File: src/rtl/wsfp_pkg.sv
// shared types, constants and helpers for the websocket frame parser
`default_nettype none

package wsfp_pkg;

    // width of the payload byte counter; lengths beyond it saturate
    localparam int LENGTH_BITS = 64;

    localparam logic [63:0] LEN_MAX = 64'hFFFF_FFFF_FFFF_FFFF >> (64 - LENGTH_BITS);

    localparam logic [6:0] LEN_CODE_EXT16 = 7'd126;
    localparam logic [6:0] LEN_CODE_EXT64 = 7'd127;

    localparam logic [2:0] EXT16_LAST = 3'd1;
    localparam logic [2:0] EXT64_LAST = 3'd7;
    localparam logic [2:0] KEY_LAST   = 3'd3;

    typedef enum logic [2:0] {
        PH_FIRST   = 3'd0,
        PH_SECOND  = 3'd1,
        PH_EXT16   = 3'd2,
        PH_EXT64   = 3'd3,
        PH_KEY     = 3'd4,
        PH_PAYLOAD = 3'd5
    } phase_t;

    // one result beat
    typedef struct packed {
        logic [7:0]  out_byte;
        logic        is_payload;
        logic        header_done;
        logic        final_flag;
        logic [2:0]  reserved_bits;
        logic [3:0]  frame_opcode;
        logic        masked_flag;
        logic [63:0] payload_length;
        logic        frame_end;
        logic        message_end;
    } result_t;

    // clamp a decoded length to the counter range
    function automatic logic [63:0] sat_len(input logic [63:0] len);
        logic [63:0] res;
        begin
            res = (len > LEN_MAX) ? LEN_MAX : len;
            return res;
        end
    endfunction

endpackage

`default_nettype wire

File: src/rtl/wsfp_parse_core.sv
// header walker, length decode and payload unmasking for one byte per cycle while fire is high
`default_nettype none

module wsfp_parse_core (
    input  wire logic             clk,
    input  wire logic             rst_n,
    input  wire logic             fire,
    input  wire logic [7:0]       byte_in,
    output wsfp_pkg::result_t     res
);
    import wsfp_pkg::*;

    phase_t                   phase_reg, phase_next;
    logic [7:0]               header_reg, header_next;
    logic                     mask_reg, mask_next;
    logic [63:0]              length_reg, length_next;
    logic [2:0]               sub_reg, sub_next;
    logic [31:0]              key_reg, key_next;
    logic [LENGTH_BITS-1:0]   remain_reg, remain_next;
    logic [LENGTH_BITS-1:0]   remain_dec;
    logic [1:0]               kidx_reg, kidx_next;

    logic                     len_done;
    logic [63:0]              len_cand;
    logic [63:0]              len_sat;
    logic                     hdr_fin;
    logic [63:0]              fin_len;
    logic                     is_payload;
    logic                     frame_end;
    logic [7:0]               key_byte;
    logic [7:0]               ob;

    assign remain_dec = remain_reg - 1'b1;

    always_comb
    begin
        case (kidx_reg)
            2'd0:    key_byte = key_reg[31:24];
            2'd1:    key_byte = key_reg[23:16];
            2'd2:    key_byte = key_reg[15:8];
            default: key_byte = key_reg[7:0];
        endcase
    end

    always_comb
    begin
        phase_next  = phase_reg;
        header_next = header_reg;
        mask_next   = mask_reg;
        length_next = length_reg;
        sub_next    = sub_reg;
        key_next    = key_reg;
        remain_next = remain_reg;
        kidx_next   = kidx_reg;
        len_done    = 1'b0;
        len_cand    = length_reg;
        len_sat     = '0;
        hdr_fin     = 1'b0;
        fin_len     = length_reg;
        is_payload  = 1'b0;
        frame_end   = 1'b0;
        ob          = byte_in;

        case (phase_reg)
            PH_SECOND:
            begin
                mask_next = byte_in[7];
                sub_next  = '0;
                if (byte_in[6:0] == LEN_CODE_EXT16)
                begin
                    length_next = '0;
                    phase_next  = PH_EXT16;
                end
                else if (byte_in[6:0] == LEN_CODE_EXT64)
                begin
                    length_next = '0;
                    phase_next  = PH_EXT64;
                end
                else
                begin
                    len_done = 1'b1;
                    len_cand = {57'd0, byte_in[6:0]};
                end
            end
            PH_EXT16, PH_EXT64:
            begin
                len_cand    = {length_reg[55:0], byte_in};
                length_next = len_cand;
                if (sub_reg == ((phase_reg == PH_EXT16) ? EXT16_LAST : EXT64_LAST))
                    len_done = 1'b1;
                else
                    sub_next = sub_reg + 3'd1;
            end
            PH_KEY:
            begin
                key_next = {key_reg[23:0], byte_in};
                if (sub_reg >= KEY_LAST)
                begin
                    sub_next = '0;
                    hdr_fin  = 1'b1;
                    fin_len  = length_reg;
                end
                else
                    sub_next = sub_reg + 3'd1;
            end
            PH_PAYLOAD:
            begin
                is_payload  = 1'b1;
                if (mask_reg)
                    ob = byte_in ^ key_byte;
                kidx_next   = kidx_reg + 2'd1;
                remain_next = remain_dec;
                if (remain_dec == '0)
                begin
                    frame_end  = 1'b1;
                    phase_next = PH_FIRST;
                end
            end
            default:
            begin
                header_next = byte_in;
                mask_next   = 1'b0;
                phase_next  = PH_SECOND;
            end
        endcase

        // length complete: go to key or finish header
        if (len_done)
        begin
            len_sat     = sat_len(len_cand);
            length_next = len_sat;
            sub_next    = '0;
            if (mask_next)
                phase_next = PH_KEY;
            else
            begin
                hdr_fin = 1'b1;
                fin_len = len_sat;
            end
        end

        // header complete: empty frame ends here, else enter payload
        if (hdr_fin)
        begin
            if (fin_len == '0)
            begin
                frame_end  = 1'b1;
                phase_next = PH_FIRST;
            end
            else
            begin
                remain_next = fin_len[LENGTH_BITS-1:0];
                kidx_next   = '0;
                phase_next  = PH_PAYLOAD;
            end
        end

        res.out_byte       = ob;
        res.is_payload     = is_payload;
        res.header_done    = hdr_fin;
        res.final_flag     = header_next[7];
        res.reserved_bits  = header_next[6:4];
        res.frame_opcode   = header_next[3:0];
        res.masked_flag    = mask_next;
        res.payload_length = hdr_fin ? fin_len : 64'd0;
        res.frame_end      = frame_end;
        res.message_end    = frame_end & header_next[7];
    end

    always_ff @(posedge clk or negedge rst_n)
    begin
        if (!rst_n)
        begin
            phase_reg  <= PH_FIRST;
            header_reg <= '0;
            mask_reg   <= 1'b0;
            length_reg <= '0;
            sub_reg    <= '0;
            key_reg    <= '0;
            remain_reg <= '0;
            kidx_reg   <= '0;
        end
        else if (fire)
        begin
            phase_reg  <= phase_next;
            header_reg <= header_next;
            mask_reg   <= mask_next;
            length_reg <= length_next;
            sub_reg    <= sub_next;
            key_reg    <= key_next;
            remain_reg <= remain_next;
            kidx_reg   <= kidx_next;
        end
    end

endmodule

`default_nettype wire

File: src/rtl/websocket_frame_parser_unit.sv
// top level of the websocket frame parser: input register, parse core, result register
`default_nettype none

//  channel | direction | handshake           | payload
//  --------+-----------+---------------------+---------------------------------------
//  in      | sink      | in_valid / in_stall | stream_byte
//  out     | source    | out_valid/out_stall | out_byte, is_payload, header_done,
//          |           |                     | final_flag, reserved_bits, frame_opcode,
//          |           |                     | masked_flag, payload_length, frame_end,
//          |           |                     | message_end
//
//  one beat in, one beat out; sustained rate is one byte per clock while out_stall is low
//  a byte passes the input register, then the single parse pass into the result register
//  the parse state updates only when the input register hands its byte to the result register
//  rst_n clears the parse state and both valid flags; payload registers are not reset
//  out_stall holds the result register, and in_stall rises only once both registers are full

module websocket_frame_parser_unit (
    input  wire logic        clk,
    input  wire logic        rst_n,

    input  wire logic        in_valid,
    output logic             in_stall,
    input  wire logic [7:0]  stream_byte,

    output logic             out_valid,
    input  wire logic        out_stall,
    output logic [7:0]       out_byte,
    output logic             is_payload,
    output logic             header_done,
    output logic             final_flag,
    output logic [2:0]       reserved_bits,
    output logic [3:0]       frame_opcode,
    output logic             masked_flag,
    output logic [63:0]      payload_length,
    output logic             frame_end,
    output logic             message_end
);
    import wsfp_pkg::*;

    // input register
    logic        in_valid_reg;
    logic [7:0]  in_byte_reg;

    // result register
    logic        out_valid_reg;
    result_t     res_reg;

    result_t     res_comb;
    logic        out_free;
    logic        fire;
    logic        in_take;

    // result register can load when empty or being drained this cycle
    assign out_free = !out_valid_reg || !out_stall;
    // byte in the input register is parsed and moves on
    assign fire     = in_valid_reg && out_free;
    // input register is free when empty or moving on
    assign in_stall = in_valid_reg && !out_free;
    assign in_take  = in_valid && !in_stall;

    wsfp_parse_core u_core (
        .clk     (clk),
        .rst_n   (rst_n),
        .fire    (fire),
        .byte_in (in_byte_reg),
        .res     (res_comb)
    );

    // valid flags
    always_ff @(posedge clk or negedge rst_n)
    begin
        if (!rst_n)
        begin
            in_valid_reg  <= 1'b0;
            out_valid_reg <= 1'b0;
        end
        else
        begin
            if (!in_stall)
                in_valid_reg <= in_valid;
            if (out_free)
                out_valid_reg <= in_valid_reg;
        end
    end

    // payload registers
    always_ff @(posedge clk)
    begin
        if (in_take)
            in_byte_reg <= stream_byte;
        if (fire)
            res_reg <= res_comb;
    end

    assign out_valid      = out_valid_reg;
    assign out_byte       = res_reg.out_byte;
    assign is_payload     = res_reg.is_payload;
    assign header_done    = res_reg.header_done;
    assign final_flag     = res_reg.final_flag;
    assign reserved_bits  = res_reg.reserved_bits;
    assign frame_opcode   = res_reg.frame_opcode;
    assign masked_flag    = res_reg.masked_flag;
    assign payload_length = res_reg.payload_length;
    assign frame_end      = res_reg.frame_end;
    assign message_end    = res_reg.message_end;

endmodule

`default_nettype wire

File: config.mk
export PLATFORM = sky130hd
export DESIGN_NAME = websocket_frame_parser_unit
export DESIGN_NICKNAME = d
export VERILOG_FILES = /design/src/rtl/wsfp_pkg.sv /design/src/rtl/wsfp_parse_core.sv /design/src/rtl/websocket_frame_parser_unit.sv
export SDC_FILE = /design/constraint.sdc
export NUM_CORES = 1
export LEC_CHECK = 0
export ABC_AREA = 1
export BUFFER_PORTS_ARGS = -buffer_cell sky130_fd_sc_hd__buf_2
export CORE_ASPECT_RATIO = 0.9
export CORE_MARGIN = 3
export CORE_UTILIZATION = 40
export CTS_CLUSTER_SIZE = 30
export DETAILED_ROUTE_END_ITERATION = 16
export HOLD_SLACK_MARGIN = 0.08
export PLACE_DENSITY_LB_ADDON = 0.25
export SYNTH_ARGS = -nofsm -noshare
export SYNTH_HDL_FRONTEND = slang
export SYNTH_SLANG_ARGS = --single-unit
File: constraint.sdc
create_clock -name clk -period 5.35 [get_ports clk]
set_clock_uncertainty 0.15 [all_clocks]
set_input_delay 0.8025 -clock clk [delete_from_list [all_inputs] [get_ports clk]]
set_output_delay 0.8025 -clock clk [all_outputs]
set_load 0.005 [all_outputs]
* Yosys cells after proc, flatten, opt, wreduce, memory -nomap -nowiden
Index checks and enable logic that the tools add are counted.
** Cells by class
- $add $sub $neg :: 3
- Multipliers :: 0
- Divide/modulo/power cells :: 0
- $lt $le $gt $ge :: 2
- Equality and inequality tests :: 12
- Shifts and indexed selects :: 0
- Multiplexer cells :: 47
- Bitwise gates (word level) :: 2
- Reductions and logical operators :: 20
** Operators by type and width (number)
- two-way mux 64 bit :: 11
- one-hot mux 64 bit (2 select lines) :: 2
- zero test 64 bit :: 2
- greater-than comparator 64 bit, second input constant :: 1
- subtractor 64 x 1 -> 64 bit, second input constant :: 1
- two-way mux 3 bit :: 11
- two-way mux 8 bit :: 3
- one-hot mux 8 bit (3 select lines) :: 1
- one-hot mux 3 bit (3 select lines) :: 2
- equality test 7 bit, second input constant :: 2
- two-way mux 1 bit :: 12
- bitwise XOR 8 bit :: 1
- equality test 3 x 2 -> 1 bit, second input constant :: 2
- equality test 3 bit, second input constant :: 2
- two-way mux 2 bit :: 3
- AND reduction 3 bit :: 2
- OR reduction 5 bit :: 1
- zero test 1 bit :: 4
- != test 4 x 1 -> 1 bit, second input constant :: 1
- one-hot mux 1 bit (2 select lines) :: 2
- nonzero test 4 bit :: 1
- OR reduction 4 bit :: 1
- adder 3 x 1 -> 3 bit, second input constant :: 1
- equality test 3 x 1 -> 1 bit, second input constant :: 1
- other kinds (14) :: 16
** Word-level totals
- Register bits :: 272
- Latch bits :: 0
- RAM bits :: 0
- Bits in read-only memories :: 0
- Bits of input ports :: 12
- Output and inout port bits :: 87
- Logic and storage cells :: 107
- Memories :: 0

* Longest topological paths before layout
Gate-level depths: netlist of the first run.
- Word-level depth :: 12
- Gate-level depth with buffers :: 22
- Depth with buffers taken out :: 19

* Hierarchy
From an unflattened synthesis of the first run, not the netlist that was laid out.
** Second synthesis, totals
- Cells, all modules :: 2305
- Area, all modules :: 16180.5 um^2
** Modules (own cells, without submodules)
- wsfp_parse_core :: instances 1, cells an instance 2200, area each 13292.7 um^2, seq. area each 4429.2 um^2
- websocket_frame_parser_unit :: instances 1, cells an instance 105, area each 2887.8 um^2, seq. area each 2842.7 um^2

* Worst setup path after synthesis of the first run
Ideal clock, no wire load.
- Kind :: input to register
- Start :: input port out_stall
- End :: register res_reg, in the netlist final_flag, enable pin
- Library setup time :: 482 ps
- Arrival time :: 4032 ps
- Data required time :: 4718 ps
- Path slack :: 687 ps
- Stages :: 6
- Buffers on the path :: 3
- Cells stage by stage :: nand2_1 -> nand2_1 -> clkbuf_1 -> inv_2 -> clkbuf_1 -> clkbuf_1
** Between the ends
- Word-level cells in the longest chain between the ends :: 3
** Ends and longest elaborated chain
- from (decl) :: RTL line websocket_frame_parser_unit.sv:27 : input wire logic out_stall,
- zero test 1 bit :: RTL line websocket_frame_parser_unit.sv:55 : assign out_free = !out_valid_reg || !out_stall;
- logical OR 1 bit :: RTL line websocket_frame_parser_unit.sv:55
- logical AND 1 bit :: RTL line websocket_frame_parser_unit.sv:57 : assign fire = in_valid_reg && out_free;
- net fire :: RTL line websocket_frame_parser_unit.sv:51 : logic fire;
- to (signal assigned) :: RTL line websocket_frame_parser_unit.sv:93 : res_reg <= res_comb;
- to (decl) :: RTL line websocket_frame_parser_unit.sv:47 : result_t res_reg;
The timed path passes the listed nets, and every way through them passes these cells.
A chain may end at the register's enable or synchronous reset.

* Final worst setup path of the first run
- Start :: register u_core.phase_reg[0]
- End :: register u_core.remain_reg[8]
** Between the ends
- Word-level cells in the longest chain between the ends :: 10
- Elaborated cells between the ends (all ways) :: 24
- Those cells by class :: 1 x order compare; 6 x eq/ne; 14 x mux; 3 x reduce/logical
** Ends and longest elaborated chain
- from (decl) :: RTL line wsfp_parse_core.sv:13 : phase_t phase_reg, phase_next;
- from (signal assigned) :: RTL line wsfp_parse_core.sv:185 : phase_reg <= phase_next;
- equality test 3 x 2 -> 1 bit (on tied branches) :: RTL line wsfp_parse_core.sv:64, wsfp_parse_core.sv:89
- OR reduction 2 bit :: RTL line wsfp_parse_core.sv:64 : case (phase_reg)
- one-hot mux 64 bit (2 select lines) :: RTL line wsfp_parse_core.sv:64
- greater-than comparator 64 bit :: RTL line wsfp_pkg.sv:45 : res = (len > LEN_MAX) ? LEN_MAX : len;
- two-way mux 64 bit :: RTL line wsfp_pkg.sv:45
- two-way mux 64 bit :: RTL line wsfp_parse_core.sv:133 : if (mask_next)
- two-way mux 64 bit :: RTL line wsfp_parse_core.sv:128 : if (len_done)
- zero test 64 bit :: RTL line wsfp_parse_core.sv:145 : if (fin_len == '0)
- two-way mux 64 bit :: RTL line wsfp_parse_core.sv:145
- two-way mux 64 bit * :: RTL line wsfp_parse_core.sv:143 : if (hdr_fin)
- to (signal assigned) :: RTL line wsfp_parse_core.sv:191 : remain_reg <= remain_next;
- to (decl) :: RTL line wsfp_parse_core.sv:19 : logic [LENGTH_BITS-1:0] remain_reg, remain_next;
Every way passes the cells marked *; elsewhere a longest branch is shown, timed or not.

==> results of run 1 <==
## layout by cell type (no fill, tap or decap), drive strengths merged
cell type / netlist / layout
or2: 1 / 1
o211ai: 10 / 10
a21oi: 79 / 79
bufinv: 0 / 3
dfrtp: 179 / 179
edfxtp: 93 / 93
a32oi: 1 / 1
xnor2: 2 / 2
o21ai: 191 / 191
clkbuf: 72 / 34
ha: 8 / 8
xor2: 16 / 16
nor2: 326 / 326
o311ai: 1 / 1
o21bai: 3 / 3
buf: 43 / 122
and2: 5 / 5
inv: 228 / 230
a22o: 1 / 1
o221ai: 7 / 7
nand3b: 4 / 4
nand2: 776 / 776
nand4: 77 / 77
clkinvlp: 0 / 7
nor3: 6 / 6
o22ai: 2 / 2
clkinv: 3 / 15
nand3: 248 / 248
## through the flow
| stage | power [mW] | util, % | instances | setup slack (ps) |
|---|---|---|---|---|
| final | 12.8 | 46.0 | 2979 | 996 |
| after global routing | 13.9 | 46.0 | 2979 | 614 |
| after CTS | 12.7 | 46.0 | 2979 | 1100 |
| after detailed placement | 10.5 | 43.4 | 2921 | 1110 |
| after global placement | 10.5 | 43.4 | 2921 | 1140 |
| after floorplan | 8.38 | - | 2382 | 687 |
## cells by family after synthesis
| kind of cell | count (synthesis) | synth area share, % |
|---|---|---|
| and+or+nand+nor | 1443 | 36.4 |
| buffers and inverters | 346 | 8.48 |
| AOI/OAI and AO/OA | 295 | 9.44 |
| DFF | 272 | 44.1 |
| xor gates and xnor gates | 18 | 0.956 |
| adders and majority gates | 8 | 0.607 |
## metal layers
metal | routed length (µm) | vias to the layer above
met5 | 10 | -
met4 | 1090 | 2
met3 | 5510 | 69
met2 | 22400 | 694
met1 | 26600 | 7589
li1 | - | 7838
## power groups by stage
stage          sequential, mW  clock, mW  combinational, mW
6_report                 3.13       2.19               7.52
5_1_grt                  3.18       2.32               8.42
4_1_cts                  3.10       2.23               7.39
3_5_place_dp             3.14          0               7.35
3_3_place_gp             3.13          0               7.37
2_1_floorplan            2.98          0               5.40
## layout make-up
| cell class | instances | area share, % |
|---|---|---|
| multi-input cells | 1764 | 42.6 |
| well taps | 532 | 3.61 |
| repair buffers | 122 | 3.87 |
| clock inverters | 24 | 1.38 |
| inverters | 231 | 4.75 |
| clock buffers | 34 | 4.38 |
| flip-flops and latches | 272 | 39.4 |
## critical path, stage by stage, from the launching register on
cell,delay [ps]
dfrtp_1,610
nand3_4,150
inv_2,150
nand2_2,400
nand2_4,230
nand2_4,350
o21ai_1,690
nor2_1,90
nand2_1,100
nor2_1,50
nand2_1,50
nor2_1,50
nand2_2,70
buf_4,580
nand4_1,330
nand3_1,170
## worst min-delay path by stage
stage / from / endpoint / slack [ps] / cells past startpoint
2_1_floorplan: u_core.key_reg[30] / u_core.key_reg[30] / 290 / 2
3_3_place_gp: u_core.length_reg[57] / u_core.length_reg[57] / 310 / 2
3_5_place_dp: u_core.length_reg[57] / u_core.length_reg[57] / 310 / 2
4_1_cts: rst_n / u_core.key_reg[16] / 190 / 1
5_1_grt: rst_n / u_core.key_reg[16] / 210 / 1
6_report: rst_n / u_core.key_reg[16] / 140 / 1
==> results.yml, run 1 <==
setup_path:
  worstSetupPathType: "reg -> reg"
  r2r_end: "u_core.remain_reg[8]"
  cp.required_ps: 5710
  crit_start: "u_core.phase_reg[0]"
  end_kind: "register"
  crit_fanout: 65
  crit_path_start_kind: "register"
  reg2reg_from: "u_core.phase_reg[0]"
  reg2reg_slack_ps: 1000
  endpoint: "u_core.remain_reg[8]"
  arrival_ps: 4710
  reg2reg_depth: 15
sta:
  tns_ps: 0
  slew_viol_final: 0
  clock.fmax_mhz: 230
  period_needed_ps: 4350
  hold_viol: 0
  setup_violations: 0
  worst_pin_slew_ps: 1040
  grt_setup_unrepaired: "no"
  whs_ps: 137
  maxSlewHeadroom_pct: 30.3
  timing.final.crit_share_pct: 81.4
clock_network:
  ctsHoldBuffers: 0
  clk_pin_slew_ps: 70
  insertion_delay_ps: 590
  post_cts_buffers: 0
  cts_buffer_depth: 3
  cts_made_buffers: 31
  cts.sinks: 272
  htree_levels: 1
  ctsResizeCount: 0
  cts-root-buf: "clkbuf_16"
  cts_tree: "done"
power_and_ir_drop:
  seq_power_share_pct: 24.3
  share_clk_of_total_power_pct: 17.1
  internal_power_mw: 5.93
  switching_share_pct: 53.8
  peakVddDrop_uv: 681
  power_density_nw_per_um2: 696
  power_frac_comb_pct: 58.6
  power_switching_mw: 6.91
  p_leak_nw: 8.65
place:
  placed_area_um2: 17400
  io_buffer_count: 98
  dpl.hpwl_um: 39700
  place.gp.congestion: 0.957
synthesis:
  synth_area_per_cell_um2: 6.92
  synthArstFlopShare_pct: 65.8
  syn_inst: 2382
  synth_area_leader_cell: "dfrtp_1"
  synth_most_common_cell: "nand2_1"
  syn_nets: 2402
  seq_area_frac_synth_pct: 44.1
  ys_top_cells_by_area: "dfrtp_1 27%, nand2_1 18%, edfxtp_1 17%"
  synth_commonest_cells: "772 x nand2_1, 323 x nor2_1, 247 x nand3_1, 224 x inv_1, 185 x o21ai_0"
  ys_seq_elements: 272
  synth_area_um2: 16500
  synth-edff-count: 93
  ys_types: 40
  yosysWarnings: 0
  ys.flop_type: "dfrtp_1"
  synth_top_area_share_pct: 27.2
route:
  drc: 0
  vias: 16200
  dr.pass1.iters: 7
  drt-initial-drc-count: 1594
  drt-vias-per-instance: 5.44
  antenna_left: 0
  wirelength_um: 55500
  wl_per_cell_um: 18.6
grt:
  grt_max_degree: 153
  antenna_found_initial: 1
  grt_pass1_vias: 15000
  use_met2_pct: 35.5
  top_usage_layer: "met1"
  grt_pass1_wl_um: 86800
  met3_usage_pct: 5.16
  use_met1_pct: 40.1
  gr-usage-all-layers_pct: 25.4
  overflow: 0
floorplan:
  die_x_um: 220
  die_h_um: 199
  core_um2: 40100
  io_pins: 99
  rows: 69
  start_util_pct: 41.2
  die-area_um2: 43700
finish:
  multi_input_area_um2: 7850
  drive_above_1_share_pct: 8.26
  areaGrowthSynthToFinish_pct: 11.8
  seq_area_um2: 7270
  final.fill_count: 4189
  design_area_um2: 18400
  nNetsFinal: 2442
  diodes: 0
job:
  drv_cap: 0
hold_path:
  hold_class: "in -> async"
outcome:
  outcome: "finished, final reports clean"
No activity file was read; power rests on OpenSTA's default activity.
==> inputs of run 2 (changes only) <==
Clock period 5.35 ns to 4 ns, I/O delays scaled along.
==> results.yml, run 2 (synthesis results as in run 1) <==
power_and_ir_drop:
  seq_power_share_pct: 23.9
  power_frac_comb_pct: 59.2
  p_leak_nw: 8.83
  power_switching_mw: 9.35
  share_clk_of_total_power_pct: 16.9
  switching_share_pct: 53.0
  finalPower_mw: 17.6
  peakVddDrop_uv: 669
  power_density_nw_per_um2: 941
  internal_power_mw: 8.29
setup_path:
  crit_fanout: 7
  r2r_end: "message_end"
  cp.required_ps: 4260
  arrival_ps: 3910
  worstSetupPathType: "reg -> reg"
  reg2reg_slack_ps: 350
  reg2reg_from: "u_core.remain_reg[0]"
  crit_path_start_kind: "register"
  reg2reg_depth: 15
  end_kind: "register"
clock_network:
  clk_pin_slew_ps: 60
  cts_buffer_depth: 3
  cts_tree: "done"
  htree_levels: 1
  insertion_delay_ps: 590
  cts_made_buffers: 30
  cts-root-buf: "clkbuf_16"
  cts.sinks: 272
route:
  vias: 16300
  wl_per_cell_um: 19.3
  antenna_left: 0
  drt-vias-per-instance: 5.42
  drc: 0
  drt-initial-drc-count: 1821
  dr.pass1.iters: 5
  wirelength_um: 58100
hold_path:
  hp-start: "in_valid"
  min_to: "in_valid_reg"
  min_delay_path_depth: 3
  hold_class: "in -> reg"
sta:
  maxSlewHeadroom_pct: 40.7
  slew_viol_final: 0
  clock.fmax_mhz: 274
  grt_setup_unrepaired: "no"
  tns_ps: 0
  timing.final.crit_share_pct: 91.3
  layout_setup_ws_ps: 348
  setup_violations: 0
  hold_viol: 0
  period_needed_ps: 3650
  worst_pin_slew_ps: 890
floorplan:
  die_x_um: 220
  die_h_um: 199
  core_um2: 40100
  io_pins: 99
  die-area_um2: 43700
  rows: 69
  start_util_pct: 41.2
finish:
  final.fill_count: 4090
  layout_commonest_cell: "nand2_1"
  most-common-layout-cells: "769 x nand2_1, 318 x nor2_1, 247 x nand3_1"
  final_util_pct: 46.8
  diodes: 0
  multi_input_area_um2: 7850
  nNetsFinal: 2474
  seq_area_um2: 7270
  areaGrowthSynthToFinish_pct: 13.7
  drive_above_1_share_pct: 8.72
grt:
  antenna_found_initial: 0
  overflow: 0
  grt_pass1_wl_um: 89100
  grt_pass1_vias: 14900
  grt_max_degree: 98
  gr-usage-all-layers_pct: 26.5
job:
  drv_cap: 0
place:
  place.gp.congestion: 0.959
  io_buffer_count: 98
  preCtsSetupSlack_ps: 268
  dpl.hpwl_um: 42800
outcome:
  outcome: "finished, final reports clean"
==> run 2: cell count changes in the layout (fill, tap and decap cells not counted), sizes merged <==
cell and change:
buf +24, bufinv +3, clkbuf +4, clkinv -1, clkinvlp -6, dlygate4sd3 +9, inv -2
==> run 2: area by class of cell <==
type	instances	area share [%]
multi-input cells	1764	41.9
repair buffers	155	5.46
clock buffers	38	4.27
inverters	231	4.67
clock inverters	18	1.34
well taps	532	3.55
flip-flops and latches	272	38.8
==> run 2: what timing repair did <==
item	4_1_cts	5_1_grt
hold endpoints to repair	89	0
hold buffers	9	0
resized for setup	0	1
setup buffers	0	0
endpoints found under the setup margin	0	1
==> run 2: worst max-delay path by stage <==
stage,start,to,slack (ps),cells after the start
after floorplan,out_stall,final_flag,880,6
after global placement,u_core.remain_reg[4],message_end,220,15
after detailed placement,u_core.remain_reg[2],message_end,270,15
after CTS,u_core.remain_reg[4],message_end,250,15
after global routing,u_core.remain_reg[4],message_end,70,16
final,u_core.remain_reg[0],message_end,350,15
==> run 2: metrics by stage <==
stage          std cells  hold slack [ps]  instance area, µm²
2_1_floorplan       2382              154               16500
3_3_place_gp        2945              306               17600
3_5_place_dp        2945              317               17600
4_1_cts             3010             86.5               18700
5_1_grt             3010              117               18700
6_report            3010              111               18700
==> run 2: worst max-delay path, stage by stage, from the launching register on <==
cell and delay (ps):
dfrtp_1 400, inv_1 120, ha_1 220, nand2_1 100
nor2_1 340, nand2_1 240, nor2_1 150, buf_4 160
nor2_1 50, nor2_1 300, nand2_1 90, nor2_1 270
nand3_1 130, nor2_1 100, nand4_1 390, a21oi_1 280
==> run 2: metal layers <==
layer / share of wire (%) / track usage, %
met5: 0 / 0
met4: 1.9 / 5.22
met3: 8.8 / 5.10
met2: 40 / 35.8
met1: 50 / 43.3
==> run 2: power by group through the flow <==
stage / registers (mW) / clock network (mW) / logic (mW)
after floorplan: 3.99 / 0 / 7.22
after global placement: 4.21 / 0 / 10.3
after detailed placement: 4.22 / 0 / 10.3
after CTS: 4.18 / 3.02 / 10.3
after global routing: 4.27 / 3.12 / 11.7
final: 4.21 / 2.98 / 10.5
